### config.mk
export PLATFORM = sky130hd
export DESIGN_NAME = downlink_frame_deframer
export DESIGN_NICKNAME = d
export VERILOG_FILES = /design/src/hw/rtl/ddf_pkg.sv /design/src/hw/rtl/downlink_frame_deframer.sv
export SDC_FILE = /design/constraint.sdc
export NUM_CORES = 1
export LEC_CHECK = 0
export BUFFER_PORTS_ARGS = -buffer_cell sky130_fd_sc_hd__buf_2
export CAP_MARGIN = 20
export CORE_MARGIN = 3
export CORE_UTILIZATION = 40
export DETAILED_ROUTE_END_ITERATION = 8
export PLACE_DENSITY = 0.63
export RECOVER_POWER = 100
export REMOVE_ABC_BUFFERS = 1
export SYNTH_ARGS = -nofsm -noshare
export SYNTH_HDL_FRONTEND = slang
export SYNTH_SLANG_ARGS = --single-unit
export TNS_END_PERCENT = 10
### constraint.sdc
create_clock -name i_clk -period 7.91 [get_ports i_clk]
set_input_delay 1.582 -clock i_clk [delete_from_list [all_inputs] [get_ports i_clk]]
set_output_delay 1.582 -clock i_clk [all_outputs]
set_load 0.01 [all_outputs]
### src/hw/rtl/ddf_pkg.sv
// Package for the downlink frame deframer: header phase codes, frame mode
// codes, result kinds, configuration register indexes and the mode pick.
// No dependencies.
`default_nettype none

package ddf_pkg;

    localparam int unsigned BYTE_W  = 8;
    localparam int unsigned LEN_W   = 16;
    localparam int unsigned PHASE_W = 3;
    localparam int unsigned MODE_W  = 3;
    localparam int unsigned KIND_W  = 2;
    localparam int unsigned CFG_IDX_W = 3;

    typedef logic [BYTE_W-1:0]    t_byte;
    typedef logic [LEN_W-1:0]     t_len;
    typedef logic [PHASE_W-1:0]   t_phase;
    typedef logic [MODE_W-1:0]    t_mode;
    typedef logic [KIND_W-1:0]    t_kind;
    typedef logic [CFG_IDX_W-1:0] t_cfg_idx;

    localparam t_phase PH_HUNT   = 3'd0;
    localparam t_phase PH_ROUTE  = 3'd1;
    localparam t_phase PH_ORIGIN = 3'd2;
    localparam t_phase PH_ZERO   = 3'd3;
    localparam t_phase PH_LEN_HI = 3'd4;
    localparam t_phase PH_LEN_LO = 3'd5;

    localparam t_mode MODE_NONE      = 3'd0;
    localparam t_mode MODE_IRID_OMNI = 3'd1;
    localparam t_mode MODE_TD_OMNI   = 3'd2;
    localparam t_mode MODE_IRID_SLOW = 3'd3;
    localparam t_mode MODE_PAYLOAD   = 3'd4;

    localparam t_kind KIND_DATA     = 2'd0;
    localparam t_kind KIND_END_GOOD = 2'd1;
    localparam t_kind KIND_END_BAD  = 2'd2;

    localparam t_cfg_idx CFG_FIRST_SYNC = 3'd0;
    localparam t_cfg_idx CFG_ROUTE_IRID = 3'd1;
    localparam t_cfg_idx CFG_ROUTE_TD   = 3'd2;
    localparam t_cfg_idx CFG_ROUTE_LOW1 = 3'd3;
    localparam t_cfg_idx CFG_ROUTE_LOW2 = 3'd4;

    localparam logic [1:0] ORIGIN_SLOW = 2'd1;
    localparam logic [1:0] ORIGIN_OMNI = 2'd2;

    function automatic t_mode pick_mode(
        input logic  zero_nz,
        input t_byte route,
        input t_byte origin,
        input t_byte route_irid,
        input t_byte route_td
    );
        t_mode m;
        m = MODE_NONE;
        if (zero_nz) begin
            m = MODE_PAYLOAD;
        end else if (route == route_irid) begin
            if (origin[1:0] == ORIGIN_SLOW) begin
                m = MODE_IRID_SLOW;
            end else if (origin[1:0] == ORIGIN_OMNI) begin
                m = MODE_IRID_OMNI;
            end
        end else if (route == route_td) begin
            m = MODE_TD_OMNI;
        end
        return m;
    endfunction

endpackage

`default_nettype wire

### src/hw/rtl/downlink_frame_deframer.sv
// Downlink frame deframer top level: header hunt, checksum and data output.
// Depends on ddf_pkg.
//
// One received byte is taken per beat and a new byte can be accepted in every
// cycle; each byte updates the registered header/frame state and any result
// lands in an output register in the cycle after acceptance. The input
// stalls only while that output register holds a result that is not taken.
// Configuration writes are taken at once (o_cfg_ready is always high) and
// must only happen while the block is idle; indexes beyond the register list
// are ignored.
`default_nettype none

module downlink_frame_deframer (
    input  wire                     i_clk,
    input  wire                     i_rst_n,
    input  wire                     i_cfg_valid,
    output logic                    o_cfg_ready,
    input  wire ddf_pkg::t_cfg_idx  i_cfg_index,
    input  wire ddf_pkg::t_byte     i_cfg_data,
    input  wire                     i_in_valid,
    output logic                    o_in_ready,
    input  wire ddf_pkg::t_byte     i_in_byte,
    output logic                    o_out_valid,
    input  wire                     i_out_ready,
    output ddf_pkg::t_kind          o_result_kind,
    output ddf_pkg::t_byte          o_data_byte,
    output ddf_pkg::t_kind          o_link_kind,
    output ddf_pkg::t_byte          o_frame_origin,
    output ddf_pkg::t_len           o_frame_length,
    output logic                    o_last
);
    import ddf_pkg::*;

    t_byte  r_first_sync, r_route_irid, r_route_td, r_route_low1, r_route_low2;

    t_phase r_phase, n_phase;
    t_byte  r_route, n_route;
    t_byte  r_origin, n_origin;
    logic   r_zero_nz, n_zero_nz;
    t_len   r_length, n_length;
    t_byte  r_sum, n_sum;
    t_mode  r_mode, n_mode;
    t_len   r_count, n_count;

    logic   r_out_valid;
    t_kind  r_kind, n_kind;
    t_byte  r_data, n_data;
    t_kind  r_link, n_link;
    t_byte  r_out_origin;
    t_len   r_out_length;
    logic   r_last, n_last;
    logic   w_load;
    logic   w_in_acc;
    t_byte  w_b;

    assign o_cfg_ready = 1'b1;
    assign o_in_ready  = !r_out_valid || i_out_ready;
    assign w_in_acc    = i_in_valid && o_in_ready;
    assign w_b         = i_in_byte;

    always_ff @(posedge i_clk) begin
        if (!i_rst_n) begin
            r_first_sync <= '0;
            r_route_irid <= '0;
            r_route_td   <= '0;
            r_route_low1 <= '0;
            r_route_low2 <= '0;
        end else if (i_cfg_valid) begin
            unique case (i_cfg_index)
                CFG_FIRST_SYNC: r_first_sync <= i_cfg_data;
                CFG_ROUTE_IRID: r_route_irid <= i_cfg_data;
                CFG_ROUTE_TD:   r_route_td   <= i_cfg_data;
                CFG_ROUTE_LOW1: r_route_low1 <= i_cfg_data;
                CFG_ROUTE_LOW2: r_route_low2 <= i_cfg_data;
                default: ;
            endcase
        end
    end

    always_comb begin
        n_phase   = r_phase;
        n_route   = r_route;
        n_origin  = r_origin;
        n_zero_nz = r_zero_nz;
        n_length  = r_length;
        n_sum     = r_sum;
        n_mode    = r_mode;
        n_count   = r_count;
        w_load    = 1'b0;
        n_kind    = KIND_DATA;
        n_data    = w_b;
        n_link    = r_mode[KIND_W-1:0] - KIND_W'(1);
        n_last    = 1'b0;
        if (w_in_acc) begin
            unique case (r_mode) inside
                MODE_NONE: begin
                    unique case (r_phase)
                        PH_HUNT: begin
                            if (w_b == r_first_sync) begin
                                n_phase = PH_ROUTE;
                            end
                        end
                        PH_ROUTE: begin
                            if (w_b == r_route_low1 || w_b == r_route_low2 ||
                                w_b == r_route_td || w_b == r_route_irid) begin
                                n_route = w_b;
                                n_phase = PH_ORIGIN;
                            end else begin
                                n_phase = PH_HUNT;
                            end
                        end
                        PH_ORIGIN: begin
                            n_origin = w_b;
                            n_sum    = w_b;
                            n_phase  = PH_ZERO;
                        end
                        PH_ZERO: begin
                            n_zero_nz = (w_b != '0);
                            n_sum     = r_sum + w_b;
                            n_phase   = PH_LEN_HI;
                        end
                        PH_LEN_HI: begin
                            n_length = {w_b, BYTE_W'(0)};
                            n_sum    = r_sum + w_b;
                            n_phase  = PH_LEN_LO;
                        end
                        PH_LEN_LO: begin
                            n_length = {r_length[LEN_W-1:BYTE_W], w_b};
                            n_sum    = r_sum + w_b;
                            n_mode   = pick_mode(r_zero_nz, r_route, r_origin,
                                                 r_route_irid, r_route_td);
                            n_count  = '0;
                            n_phase  = PH_HUNT;
                        end
                        default: n_phase = PH_HUNT;
                    endcase
                end
                MODE_IRID_OMNI, MODE_TD_OMNI, MODE_IRID_SLOW: begin
                    w_load = 1'b1;
                    if (r_count < r_length) begin
                        n_count = r_count + LEN_W'(1);
                        n_sum   = r_sum + w_b;
                    end else begin
                        n_kind    = (r_sum == w_b) ? KIND_END_GOOD : KIND_END_BAD;
                        n_last    = 1'b1;
                        n_phase   = PH_HUNT;
                        n_route   = '0;
                        n_origin  = '0;
                        n_zero_nz = 1'b0;
                        n_length  = '0;
                        n_sum     = '0;
                        n_mode    = MODE_NONE;
                        n_count   = '0;
                    end
                end
                default: begin
                    n_phase   = PH_HUNT;
                    n_route   = '0;
                    n_origin  = '0;
                    n_zero_nz = 1'b0;
                    n_length  = '0;
                    n_sum     = '0;
                    n_mode    = MODE_NONE;
                    n_count   = '0;
                end
            endcase
        end
    end

    always_ff @(posedge i_clk) begin
        if (!i_rst_n) begin
            r_phase     <= PH_HUNT;
            r_route     <= '0;
            r_origin    <= '0;
            r_zero_nz   <= 1'b0;
            r_length    <= '0;
            r_sum       <= '0;
            r_mode      <= MODE_NONE;
            r_count     <= '0;
            r_out_valid <= 1'b0;
        end else begin
            r_phase     <= n_phase;
            r_route     <= n_route;
            r_origin    <= n_origin;
            r_zero_nz   <= n_zero_nz;
            r_length    <= n_length;
            r_sum       <= n_sum;
            r_mode      <= n_mode;
            r_count     <= n_count;
            r_out_valid <= w_load || (r_out_valid && !i_out_ready);
        end
    end

    always_ff @(posedge i_clk) begin
        if (w_load) begin
            r_kind       <= n_kind;
            r_data       <= n_data;
            r_link       <= n_link;
            r_out_origin <= r_origin;
            r_out_length <= r_length;
            r_last       <= n_last;
        end
    end

    assign o_out_valid    = r_out_valid;
    assign o_result_kind  = r_kind;
    assign o_data_byte    = r_data;
    assign o_link_kind    = r_link;
    assign o_frame_origin = r_out_origin;
    assign o_frame_length = r_out_length;
    assign o_last         = r_last;

    a_phase_only_in_header: assert property (@(posedge i_clk) disable iff (!i_rst_n)
        r_phase != PH_HUNT |-> r_mode == MODE_NONE)
        else $error("header phase active inside a frame");

    a_count_bounded: assert property (@(posedge i_clk) disable iff (!i_rst_n)
        (r_mode == MODE_IRID_OMNI || r_mode == MODE_TD_OMNI ||
         r_mode == MODE_IRID_SLOW) |-> r_count <= r_length)
        else $error("data count past frame length");

    a_data_beat_loads: assert property (@(posedge i_clk) disable iff (!i_rst_n)
        (w_in_acc && (r_mode == MODE_IRID_OMNI || r_mode == MODE_TD_OMNI ||
         r_mode == MODE_IRID_SLOW)) |=> o_out_valid)
        else $error("frame beat produced no result");

    a_last_is_end: assert property (@(posedge i_clk) disable iff (!i_rst_n)
        o_out_valid |-> (o_last == (o_result_kind != KIND_DATA)))
        else $error("last flag disagrees with result kind");

    a_end_clears: assert property (@(posedge i_clk) disable iff (!i_rst_n)
        (w_load && n_last) |=> (r_mode == MODE_NONE && r_phase == PH_HUNT))
        else $error("state not cleared after frame end");

endmodule

`default_nettype wire
==> flow_summary.ini <==
[run_status]
outcome = complete, but fails checks
violations = capacitance limit, slew limit

[synth]
synth_ff_type = dfxtp_1
syn_inst = 752
async_flop_share = 0
syn_avg_cell_area_um2 = 9.32
netlist.area_leader.share = 0.297
yosys_warnings = 0
synth_edf_count = 37
synth_seq_cells = 141
synth_area_mm2 = 0.00701
synth_cell_types = 69
synth_area_leaders = dfxtp_1 30%, edfxtp_1 16%, nand2_1 6.2%
synth_top_area_cell = dfxtp_1
seq_area_frac_synth = 0.456

[power_and_ir_drop]
combPwrFrac = 0.048
ir_worst_vdd_uv = 154
leakage_nw = 2.85
p_int_mw = 1.17
p_sw_frac = 0.249
p_seq_frac = 0.476
power_density_mw_per_mm2 = 198
clkPwrFrac = 0.476
p_sw_mw = 0.389

[timing]
setup_viol = 0
fin_setup_tns_ps = 0
max_freq_ghz = 0.251
relSlewSlack = -0.0580
min_period_over_period = 0.504
period_minus_slack_ps = 3980
worstMarginPinSlew_ps = 1590
skew_ps = 9.26
rsz0062_at_grt = false
drv_slew = 59
hold_violations = 0

[cts]
cts_resized = 0
htree_levels = 4
cts_buffers = 17
cts_buffer_depth = 2
cts_tree = done
cts_root_buffer = clkbuf_16
cts_setup_buffers = 0
clock_latency_ps = 420
cts_hold_buf = 0
cts_sinks = 141
path_clk_slew_ps = 60

[worst_setup_path]
cp.arrival_ps = 2400
ff2ff_path_depth = 8
critPathKind = in2out
cp-end-kind = output pin
startpoint_type = input pin
worstPathRequired_ps = 6330
path_max_fanout = 5

[cells_and_area]
insertedDiodeCount = 0
layout-drive-gt1-share = 0.0767
fin_cells = 1028
final_cell_mix = 115 x nand2_1, 104 x dfxtp_1, 51 x clkbuf_1, 48 x nor2_1, 44 x a21oi_1
final_common_cell = nand2_1
nFillCells = 1650
area_delta_synth_final_pct = 12.8
layout.nets = 848

[drt]
wl_um = 16700
wl_per_cell_um = 16.2
drt_iter0_markers = 345
drcViolationCount = 0
antenna_left = 0
vias_per_cell = 5.27
vias = 5421
dr.pass1.iters = 4

[floorplan]
rows = 47
chipWidth_um = 138
die_h_um = 138
dieArea_mm2 = 0.0191
core_mm2 = 0.0169
pin_count = 64
start_util = 0.415

[placement]
dp_cells = 995
port-buffer-count = 62
dp.final_hpwl_um = 11500
place_congestion = 0.823

[job]
maxCapViolations = 2

[global_route]
antenna_found_initial = 0
groute.usage.overall = 0.176
grt_first_pass_wirelength_um = 27400
first_global_vias = 5189
grt_max_degree = 71
overflow = 0

[worst_hold_path]
holdCritPathClass = reg2reg
holdPathStages = 0
kinds of logic after synthesis:
group           share of synthesized area
mux                                0.0402
simple gates                        0.195
flops                               0.456
compound gates                      0.119
xor+xnor                           0.0950
fa+ha+maj                          0.0528
buf+inv                            0.0423
other cells                      0.000535
power groups by stage:
stage                     clock (mW)  sequential [mW]  combinational [mW]
after floorplan                    0            0.760              0.0374
after global placement             0            0.761              0.0742
after detailed placement           0            0.761              0.0751
after CTS                      0.761            0.745              0.0754
after global routing           0.797            0.745              0.0820
final                          0.744            0.745              0.0745
Yosys cell counts, types with 9 or more instances:
master and instances:
edfxtp_1 37, clkbuf_1 29, and3_1 9, nand4_1 28
o22ai_1 10, nor4_1 13, ha_1 28, o21ai_0 24
mux2i_1 27, nor3_1 9, nand2_1 115, inv_1 31
dfxtp_1 104, nand3_1 22, nor2_1 47, xnor2_1 34
a21oi_1 44, xor2_1 42
worst paths after layout:
kind | startpoint | endpoint | slack (ps)
worst min-delay path | r_origin[2] | o_frame_origin[2] | 430
worst max-delay path | i_out_ready | o_in_ready | 3930
worst max register to register | r_count[7] | r_count[10] | 4100
worst min register to register | r_origin[2] | o_frame_origin[2] | 430
layout make-up:
cell class | count | area, um^2 | share of cell area
Clock buffer | 17 | 425 | 0.0538
Clock inverter | 15 | 125 | 0.0158
Inverter | 31 | 116 | 0.0147
Multi-Input combinational cell | 537 | 3490 | 0.442
Sequential cell | 141 | 3190 | 0.404
Tap cell | 220 | 275 | 0.0348
Timing Repair Buffer | 67 | 277 | 0.0350
registers in the layout (all words and copies together), names as in the netlist, 8 cells and up:
signal          flops
r_count            16
r_route_td          8
r_length           16
r_route             8
r_route_low2        8
o_data_byte         8
o_frame_origin      8
r_origin            8
o_frame_length     16
r_first_sync        8
r_route_irid        8
r_route_low1        8
r_sum               8
metal layers:
| layer | wire length [um] | global-route usage |
|---|---|---|
| met2 | 7730 | 0.280 |
| met5 | 0 | 0 |
| met3 | 711 | 0.0342 |
| met1 | 7970 | 0.241 |
| met4 | 289 | 0.0567 |
worst max-delay path: stages:
cell	delay (ps)
clkbuf_1	100
nor2b_1	380
inv_1	160
clkbuf_1	170
per-stage QoR:
step | area, um^2 | setup WS (ps) | hold slack (ps) | total power, mW | utilization
after floorplan | 6830 | 2420 | 408 | 0.797 | -
after global placement | 7450 | 3920 | 413 | 0.835 | 0.441
after detailed placement | 7450 | 3930 | 420 | 0.836 | 0.441
after CTS | 8000 | 3930 | 436 | 1.58 | 0.474
after global routing | 7900 | 3750 | 448 | 1.62 | 0.468
final | 7900 | 3930 | 434 | 1.56 | 0.468
Power figures use the tool's default switching activity.
